### src/rtl/mbt_pkg.sv
// Shared types and constants for the multiset bag table.
`timescale 1ns / 1ps
package mbt_pkg;

  localparam int DefaultCapacity = 64;
  localparam int ValueW          = 32;
  localparam int CmdW            = 3;
  localparam int OutCntW         = 7;
  localparam int InDataW         = 32;
  localparam int OutDataW        = 16;

  typedef enum logic [CmdW-1:0] {
    CMD_ADD       = 3'd0,
    CMD_REMOVE    = 3'd1,
    CMD_FREQUENCY = 3'd2,
    CMD_CONTAINS  = 3'd3,
    CMD_CLEAR     = 3'd4
  } cmd_e;

  typedef struct packed {
    logic                success;
    logic [OutCntW-1:0]  match_count;
    logic [OutCntW-1:0]  size_after;
  } result_t;

endpackage

### src/rtl/multiset_bag_table_top.sv
// Top level of the multiset bag table: input register, command logic and result register.
//
//  Channel  Direction  tdata                                   tuser
//  s_axis   in         item_value[31:0]                        command[2:0]
//  m_axis   out        success[0] match_count[7:1] size[14:8]  -
//
// One item per cycle unless m_axis stalls; an item passes the input and result registers.
// All entries are compared in parallel, so the match vector, priority encoder and
// population count settle each command combinationally between the two registers.
// Reset clears the valid flags and entry count; entries are rewritten before they are read.
// A stalled result holds the input register, which in turn drops s_axis_tready.
`timescale 1ns / 1ps
module multiset_bag_table_top
  import mbt_pkg::*;
#(
  parameter int BAG_CAPACITY = DefaultCapacity,
  localparam int IdxW = (BAG_CAPACITY > 1) ? $clog2(BAG_CAPACITY) : 1,
  localparam int CntW = $clog2(BAG_CAPACITY + 1)
) (
  input  logic                clk_i,
  input  logic                rst_ni,
  input  logic                s_axis_tvalid,
  output logic                s_axis_tready,
  input  logic [InDataW-1:0]  s_axis_tdata,   // item_value[31:0]
  input  logic [CmdW-1:0]     s_axis_tuser,   // command[2:0]
  output logic                m_axis_tvalid,
  input  logic                m_axis_tready,
  output logic [OutDataW-1:0] m_axis_tdata    // success, match_count[6:0], size_after[6:0], pad
);

  localparam logic [CntW-1:0] CapC = CntW'(BAG_CAPACITY);

  logic                    in_vld_q;
  logic [CmdW-1:0]         cmd_q;
  logic [ValueW-1:0]       val_q;
  logic                    out_vld_q;
  result_t                 res_q, res_d;
  logic [CntW-1:0]         count_q, count_d;
  logic                    advance, fire;
  logic                    we;
  logic [IdxW-1:0]         waddr, last_idx;
  logic [ValueW-1:0]       wdata, last_data;
  logic [BAG_CAPACITY-1:0] match;
  logic                    found;
  logic [IdxW-1:0]         first;
  logic [CntW-1:0]         match_cnt;

  assign advance       = !out_vld_q || m_axis_tready;
  assign fire          = advance && in_vld_q;
  assign s_axis_tready = !in_vld_q || advance;
  assign last_idx      = IdxW'(count_q - CntW'(1));

  mbt_cells #(
    .BAG_CAPACITY(BAG_CAPACITY)
  ) u_cells (
    .clk_i      (clk_i),
    .we_i       (we),
    .waddr_i    (waddr),
    .wdata_i    (wdata),
    .count_i    (count_q),
    .value_i    (val_q),
    .last_idx_i (last_idx),
    .match_o    (match),
    .last_data_o(last_data)
  );

  mbt_reduce #(
    .BAG_CAPACITY(BAG_CAPACITY)
  ) u_reduce (
    .match_i(match),
    .found_o(found),
    .first_o(first),
    .count_o(match_cnt)
  );

  always_comb begin
    count_d = count_q;
    we      = 1'b0;
    waddr   = IdxW'(count_q);
    wdata   = val_q;
    res_d.success = 1'b0;
    unique case (cmd_e'(cmd_q))
      CMD_ADD: begin
        if (count_q < CapC) begin
          we            = fire;
          count_d       = count_q + CntW'(1);
          res_d.success = 1'b1;
        end
      end
      CMD_REMOVE: begin
        if (found) begin
          we            = fire;
          waddr         = first;
          wdata         = last_data;
          count_d       = count_q - CntW'(1);
          res_d.success = 1'b1;
        end
      end
      CMD_FREQUENCY, CMD_CONTAINS: begin
        res_d.success = found;
      end
      CMD_CLEAR: begin
        count_d       = '0;
        res_d.success = 1'b1;
      end
      default: begin
      end
    endcase
    res_d.match_count = OutCntW'(match_cnt);
    res_d.size_after  = OutCntW'(count_d);
  end

  always_ff @(posedge clk_i or negedge rst_ni) begin
    if (!rst_ni) begin
      in_vld_q  <= 1'b0;
      out_vld_q <= 1'b0;
      count_q   <= '0;
    end else begin
      if (s_axis_tready) begin
        in_vld_q <= s_axis_tvalid;
      end
      if (advance) begin
        out_vld_q <= in_vld_q;
      end
      if (fire) begin
        count_q <= count_d;
      end
    end
  end

  always_ff @(posedge clk_i) begin
    if (s_axis_tready && s_axis_tvalid) begin
      cmd_q <= s_axis_tuser;
      val_q <= s_axis_tdata[ValueW-1:0];
    end
    if (fire) begin
      res_q <= res_d;
    end
  end

  assign m_axis_tvalid = out_vld_q;
  assign m_axis_tdata  = {1'b0, res_q.size_after, res_q.match_count, res_q.success};

  a_count_bound: assert property (@(posedge clk_i) disable iff (!rst_ni)
    count_q <= CapC)
    else $error("entry count exceeds capacity");

  a_add_grows: assert property (@(posedge clk_i) disable iff (!rst_ni)
    fire && cmd_e'(cmd_q) == CMD_ADD && count_q < CapC |=> count_q == $past(count_q) + CntW'(1))
    else $error("add with room did not grow the bag");

  a_remove_shrinks: assert property (@(posedge clk_i) disable iff (!rst_ni)
    fire && cmd_e'(cmd_q) == CMD_REMOVE && found |=> count_q == $past(count_q) - CntW'(1))
    else $error("remove of a present value did not shrink the bag");

  a_matches_bound: assert property (@(posedge clk_i) disable iff (!rst_ni)
    fire |-> match_cnt <= count_q)
    else $error("match count exceeds live entries");

endmodule

### src/rtl/mbt_cells.sv
// Entry storage with one equality comparator per entry and a read port for the last entry.
`timescale 1ns / 1ps
module mbt_cells
  import mbt_pkg::*;
#(
  parameter int BAG_CAPACITY = DefaultCapacity,
  localparam int IdxW = (BAG_CAPACITY > 1) ? $clog2(BAG_CAPACITY) : 1,
  localparam int CntW = $clog2(BAG_CAPACITY + 1)
) (
  input  logic                    clk_i,
  input  logic                    we_i,
  input  logic [IdxW-1:0]         waddr_i,
  input  logic [ValueW-1:0]       wdata_i,
  input  logic [CntW-1:0]         count_i,
  input  logic [ValueW-1:0]       value_i,
  input  logic [IdxW-1:0]         last_idx_i,
  output logic [BAG_CAPACITY-1:0] match_o,
  output logic [ValueW-1:0]       last_data_o
);

  logic [ValueW-1:0] entry_q [BAG_CAPACITY];

  always_ff @(posedge clk_i) begin
    if (we_i) begin
      entry_q[waddr_i] <= wdata_i;
    end
  end

  for (genvar i = 0; i < BAG_CAPACITY; i++) begin : g_cell
    assign match_o[i] = (CntW'(i) < count_i) && (entry_q[i] == value_i);
  end

  assign last_data_o = entry_q[last_idx_i];

endmodule

### src/rtl/mbt_reduce.sv
// Priority encoder and population count over the match vector.
`timescale 1ns / 1ps
module mbt_reduce
  import mbt_pkg::*;
#(
  parameter int BAG_CAPACITY = DefaultCapacity,
  localparam int IdxW = (BAG_CAPACITY > 1) ? $clog2(BAG_CAPACITY) : 1,
  localparam int CntW = $clog2(BAG_CAPACITY + 1)
) (
  input  logic [BAG_CAPACITY-1:0] match_i,
  output logic                    found_o,
  output logic [IdxW-1:0]         first_o,
  output logic [CntW-1:0]         count_o
);

  always_comb begin
    first_o = '0;
    for (int i = BAG_CAPACITY - 1; i >= 0; i--) begin
      if (match_i[i]) begin
        first_o = IdxW'(i);
      end
    end
  end

  always_comb begin
    count_o = '0;
    for (int i = 0; i < BAG_CAPACITY; i++) begin
      count_o = count_o + CntW'(match_i[i]);
    end
  end

  assign found_o = |match_i;

endmodule

### config.mk
export PLATFORM = sky130hd
export DESIGN_NAME = multiset_bag_table_top
export DESIGN_NICKNAME = d
export VERILOG_FILES = /design/src/rtl/mbt_pkg.sv /design/src/rtl/multiset_bag_table_top.sv /design/src/rtl/mbt_cells.sv /design/src/rtl/mbt_reduce.sv
export SDC_FILE = /design/constraint.sdc
export NUM_CORES = 2
export LEC_CHECK = 0
export BUFFER_PORTS_ARGS = -buffer_cell sky130_fd_sc_hd__buf_2
export CAP_MARGIN = 20
export CORE_UTILIZATION = 24
export DETAILED_ROUTE_END_ITERATION = 16
export PLACE_DENSITY = 0.48
export REMOVE_ABC_BUFFERS = 1
export SYNTH_ARGS = -nofsm -noshare
export SYNTH_HDL_FRONTEND = slang
export SYNTH_SLANG_ARGS = --single-unit
### constraint.sdc
create_clock -name clk_i -period 19 [get_ports clk_i]
set_clock_uncertainty 0.15 [all_clocks]
set_input_delay 1.9 -clock clk_i [delete_from_list [all_inputs] [get_ports clk_i]]
set_output_delay 1.9 -clock clk_i [all_outputs]
set_load 0.1 [all_outputs]
==> impl_metrics.py <==
metrics = {
    "sta": {
        "rsz0062_at_grt": "no",
        "finalCritPeriodShare_pct": 56.1,
        "hold_viol": 0,
        "fin_hold_ws_ns": 0.348,
        "fin_crit_ns": 10.66,
        "drv_slew": 0,
        "report.final.setup_viol": 0,
        "max_freq_mhz": 93.8,
        "relSlewSlack_pct": 12.6,
        "setup-tns-final_ns": 0,
        "max_slew.worst_pin.slew_ns": 1.30,
    },
    "floorplanning": {
        "initial_utilization_pct": 24.2,
        "fp.dieW_um": 675,
        "io_pins": 57,
        "core-area_mm2": 0.450,
        "die_area_mm2": 0.455,
        "num_rows": 246,
        "die_y_um": 675,
    },
    "power_and_ir_drop": {
        "power_density_mw_per_mm2": 116,
        "peakVddDrop_mv": 0.0932,
        "p_leak_nw": 38.1,
        "power_mw": 14.5,
    },
    "cts": {
        "root_buffer": "clkbuf_16",
        "cts-buffers-inserted": 244,
        "clockBufferDepth": 4,
        "cts_resized": 0,
        "cts_tree": "done",
        "clock_sinks": 2107,
        "cts_setup_buffers": 0,
        "clk_latency_ns": 0.96,
        "clk_pin_slew_ns": 0.06,
        "htree_levels": 4,
        "cts.hold.buffers_added": 0,
    },
    "worst_setup_path": {
        "required_ns": 19.51,
        "start_kind": "register",
        "worstSetupEndpointType": "register",
        "critPathMaxFanout": 29,
        "worst-setup-path-type": "reg2reg",
        "rrSetupSlack_ns": 8.34,
        "arrival_ns": 11.17,
    },
    "outcome": {
        "status": "completed",
    },
    "layout": {
        "final_common_cell": "edfxtp_1",
        "layout-drive-gt1-share_pct": 20.6,
        "final_design_area_no_fill_mm2": 0.125,
        "nNetsFinal": 7111,
        "final_cell_mix": "edfxtp_1 (2,098), xnor2_1 (1,078), xor2_1 (976), mux4_2 (640), nand4_1 (285)",
        "fill_cells": 45042,
        "area_growth_pct": 15.0,
    },
    "global_routing": {
        "grt_pass1_vias": 67709,
        "grt_start_max_net_pins": 99,
        "grt_util_all_layers_pct": 21.5,
        "grt-ovfl-total": 0,
        "antenna_found_initial": 61,
        "grt_pass1_wl_mm": 661,
    },
    "logic_synthesis": {
        "yosysSeqAreaShare_pct": 58.2,
        "yosysWarnings": 0,
        "synth.distinct_cells": 98,
        "syn-instance-count": 6821,
        "ys_seq_elements": 2107,
        "syn_area_mm2": 0.109,
        "async_flop_share_pct": 0.427,
        "synth-edff-count": 2098,
        "synthFlopType": "edfxtp_1",
        "avgSynthCellArea_um2": 15.9,
    },
    "routing": {
        "drcViolationCount": 0,
        "firstDrtPassIters": 6,
        "wire_per_inst_um": 38.2,
        "vias": 70120,
        "drt_wl_total_mm": 504,
        "drtIter0Drc": 11393,
        "ant_nets": 0,
        "avgViaCountPerCell": 5.32,
    },
    "run": {
        "max-cap-violations": 0,
    },
    "placed_design": {
        "dpl_cell_area_mm2": 0.117,
        "gp_congestion": 0.952,
        "numPortBuffers": 55,
        "dp_hpwl_mm": 358,
    },
    "min_path": {
        "min-delay-path-class": "reg2reg",
    },
}
## synthesized netlist by cell type (20+ instances only)
library cell / instances / area, µm²
edfxtp_1: 2098 / 63000
xnor2_1: 1080 / 9460
xor2_1: 979 / 8570
mux4_2: 640 / 14400
nand4_1: 285 / 1780
nor4_1: 258 / 1610
nand2_1: 250 / 938
buf_6: 132 / 1490
clkbuf_1: 121 / 454
nand3_1: 107 / 536
nor2_1: 103 / 387
buf_4: 92 / 691
nor3_1: 85 / 425
o21ai_0: 83 / 415
inv_1: 74 / 278
buf_1: 54 / 203
fa_1: 54 / 1080
a21oi_1: 30 / 150
nand2b_1: 30 / 188
buf_2: 23 / 115
o2111ai_1: 21 / 184
ha_1: 20 / 250
## registers in the layout, summed over array words and instances, names as in the netlist
name / count
m_axis_tdata: 15
count_q: 7
m_axis_tvalid: 1
val_q: 32
in_vld_q: 1
cmd_q: 3
u_cells.entry_q: 2048
## power by group
part,leakage [nW],internal [mW],switching [mW],total (mW)
clock,3.77,2.71,2.04,4.75
combinational,15.3,1.48,3.10,4.58
sequential,19.0,5.14,0.0261,5.16
## layout make-up
type / instances / area, µm² / area share (%)
inverters: 75 / 282 / 0.225
flip-flops and latches: 2107 / 63200 / 50.6
multi-input cells: 4214 / 43100 / 34.5
repair buffers: 356 / 3040 / 2.44
diodes: 20 / 50.0 / 0.0401
clock inverters: 142 / 1380 / 1.11
clock buffers: 307 / 6410 / 5.13
well taps: 5952 / 7450 / 5.96
## cell families (layout without fill, tap and decap cells)
logic type	after synthesis	after routing	share of synthesized area (%)
mux	647	647	13.4
flops	2107	2107	58.2
xor+xnor	2059	2059	16.6
buf+inv	500	880	3.00
simple gates	1217	1217	6.22
compound gates	216	216	1.38
other cells	1	21	0.00345
fa+ha+maj	74	74	1.23
## path summary, 6_finish.rpt
kind                            cells past startpoint         endpoint      start
worst max-delay path                               25  m_axis_tdata[7]  val_q[17]
worst min-delay path                                1    m_axis_tvalid   in_vld_q
worst max register to register                     25  m_axis_tdata[7]  val_q[17]
worst min register to register                      1    m_axis_tvalid   in_vld_q
max in group asynchronous                           1       count_q[0]     rst_ni
min in group asynchronous                           1         in_vld_q     rst_ni
## per-stage QoR
| stage | utilization (%) | setup slack [ns] | std cells |
|---|---|---|---|
| 4_1_cts | 27.8 | 8.49 | 13151 |
| 6_report | 27.8 | 8.34 | 13173 |
| 2_1_floorplan | - | -17.56 | 6396 |
| 3_3_place_gp | 25.9 | 8.39 | 12677 |
| 3_5_place_dp | 26.0 | 8.57 | 12702 |
| 5_1_grt | 27.8 | 8.18 | 13154 |
## layer usage
layer	GRT usage (%)	wire length (µm)
met2	33.4	227000
met4	7.78	20700
met1	29.1	202000
met3	5.24	53800
met5	0	52
## critical path, cell delays in order (launching register included)
cell and delay, ns:
edfxtp_1 0.35, buf_4 0.39, buf_4 0.76, buf_4 0.61, xor2_1 0.16, a2111oi_0 0.50, nand3_1 0.18, nor4_2 0.96
fa_1 0.61, fa_1 0.56, inv_1 0.06, fa_1 0.56, fa_1 0.45, fa_1 0.49, fa_1 0.52, fa_1 0.55
fa_1 0.57, inv_1 0.06, fa_1 0.49, fa_1 0.49, a21oi_1 0.16, nor2_1 0.06, nor2_1 0.18, nor2b_1 0.08
o21ai_0 0.17, nand2b_1 0.08
(Power assumes the default switching activity.)
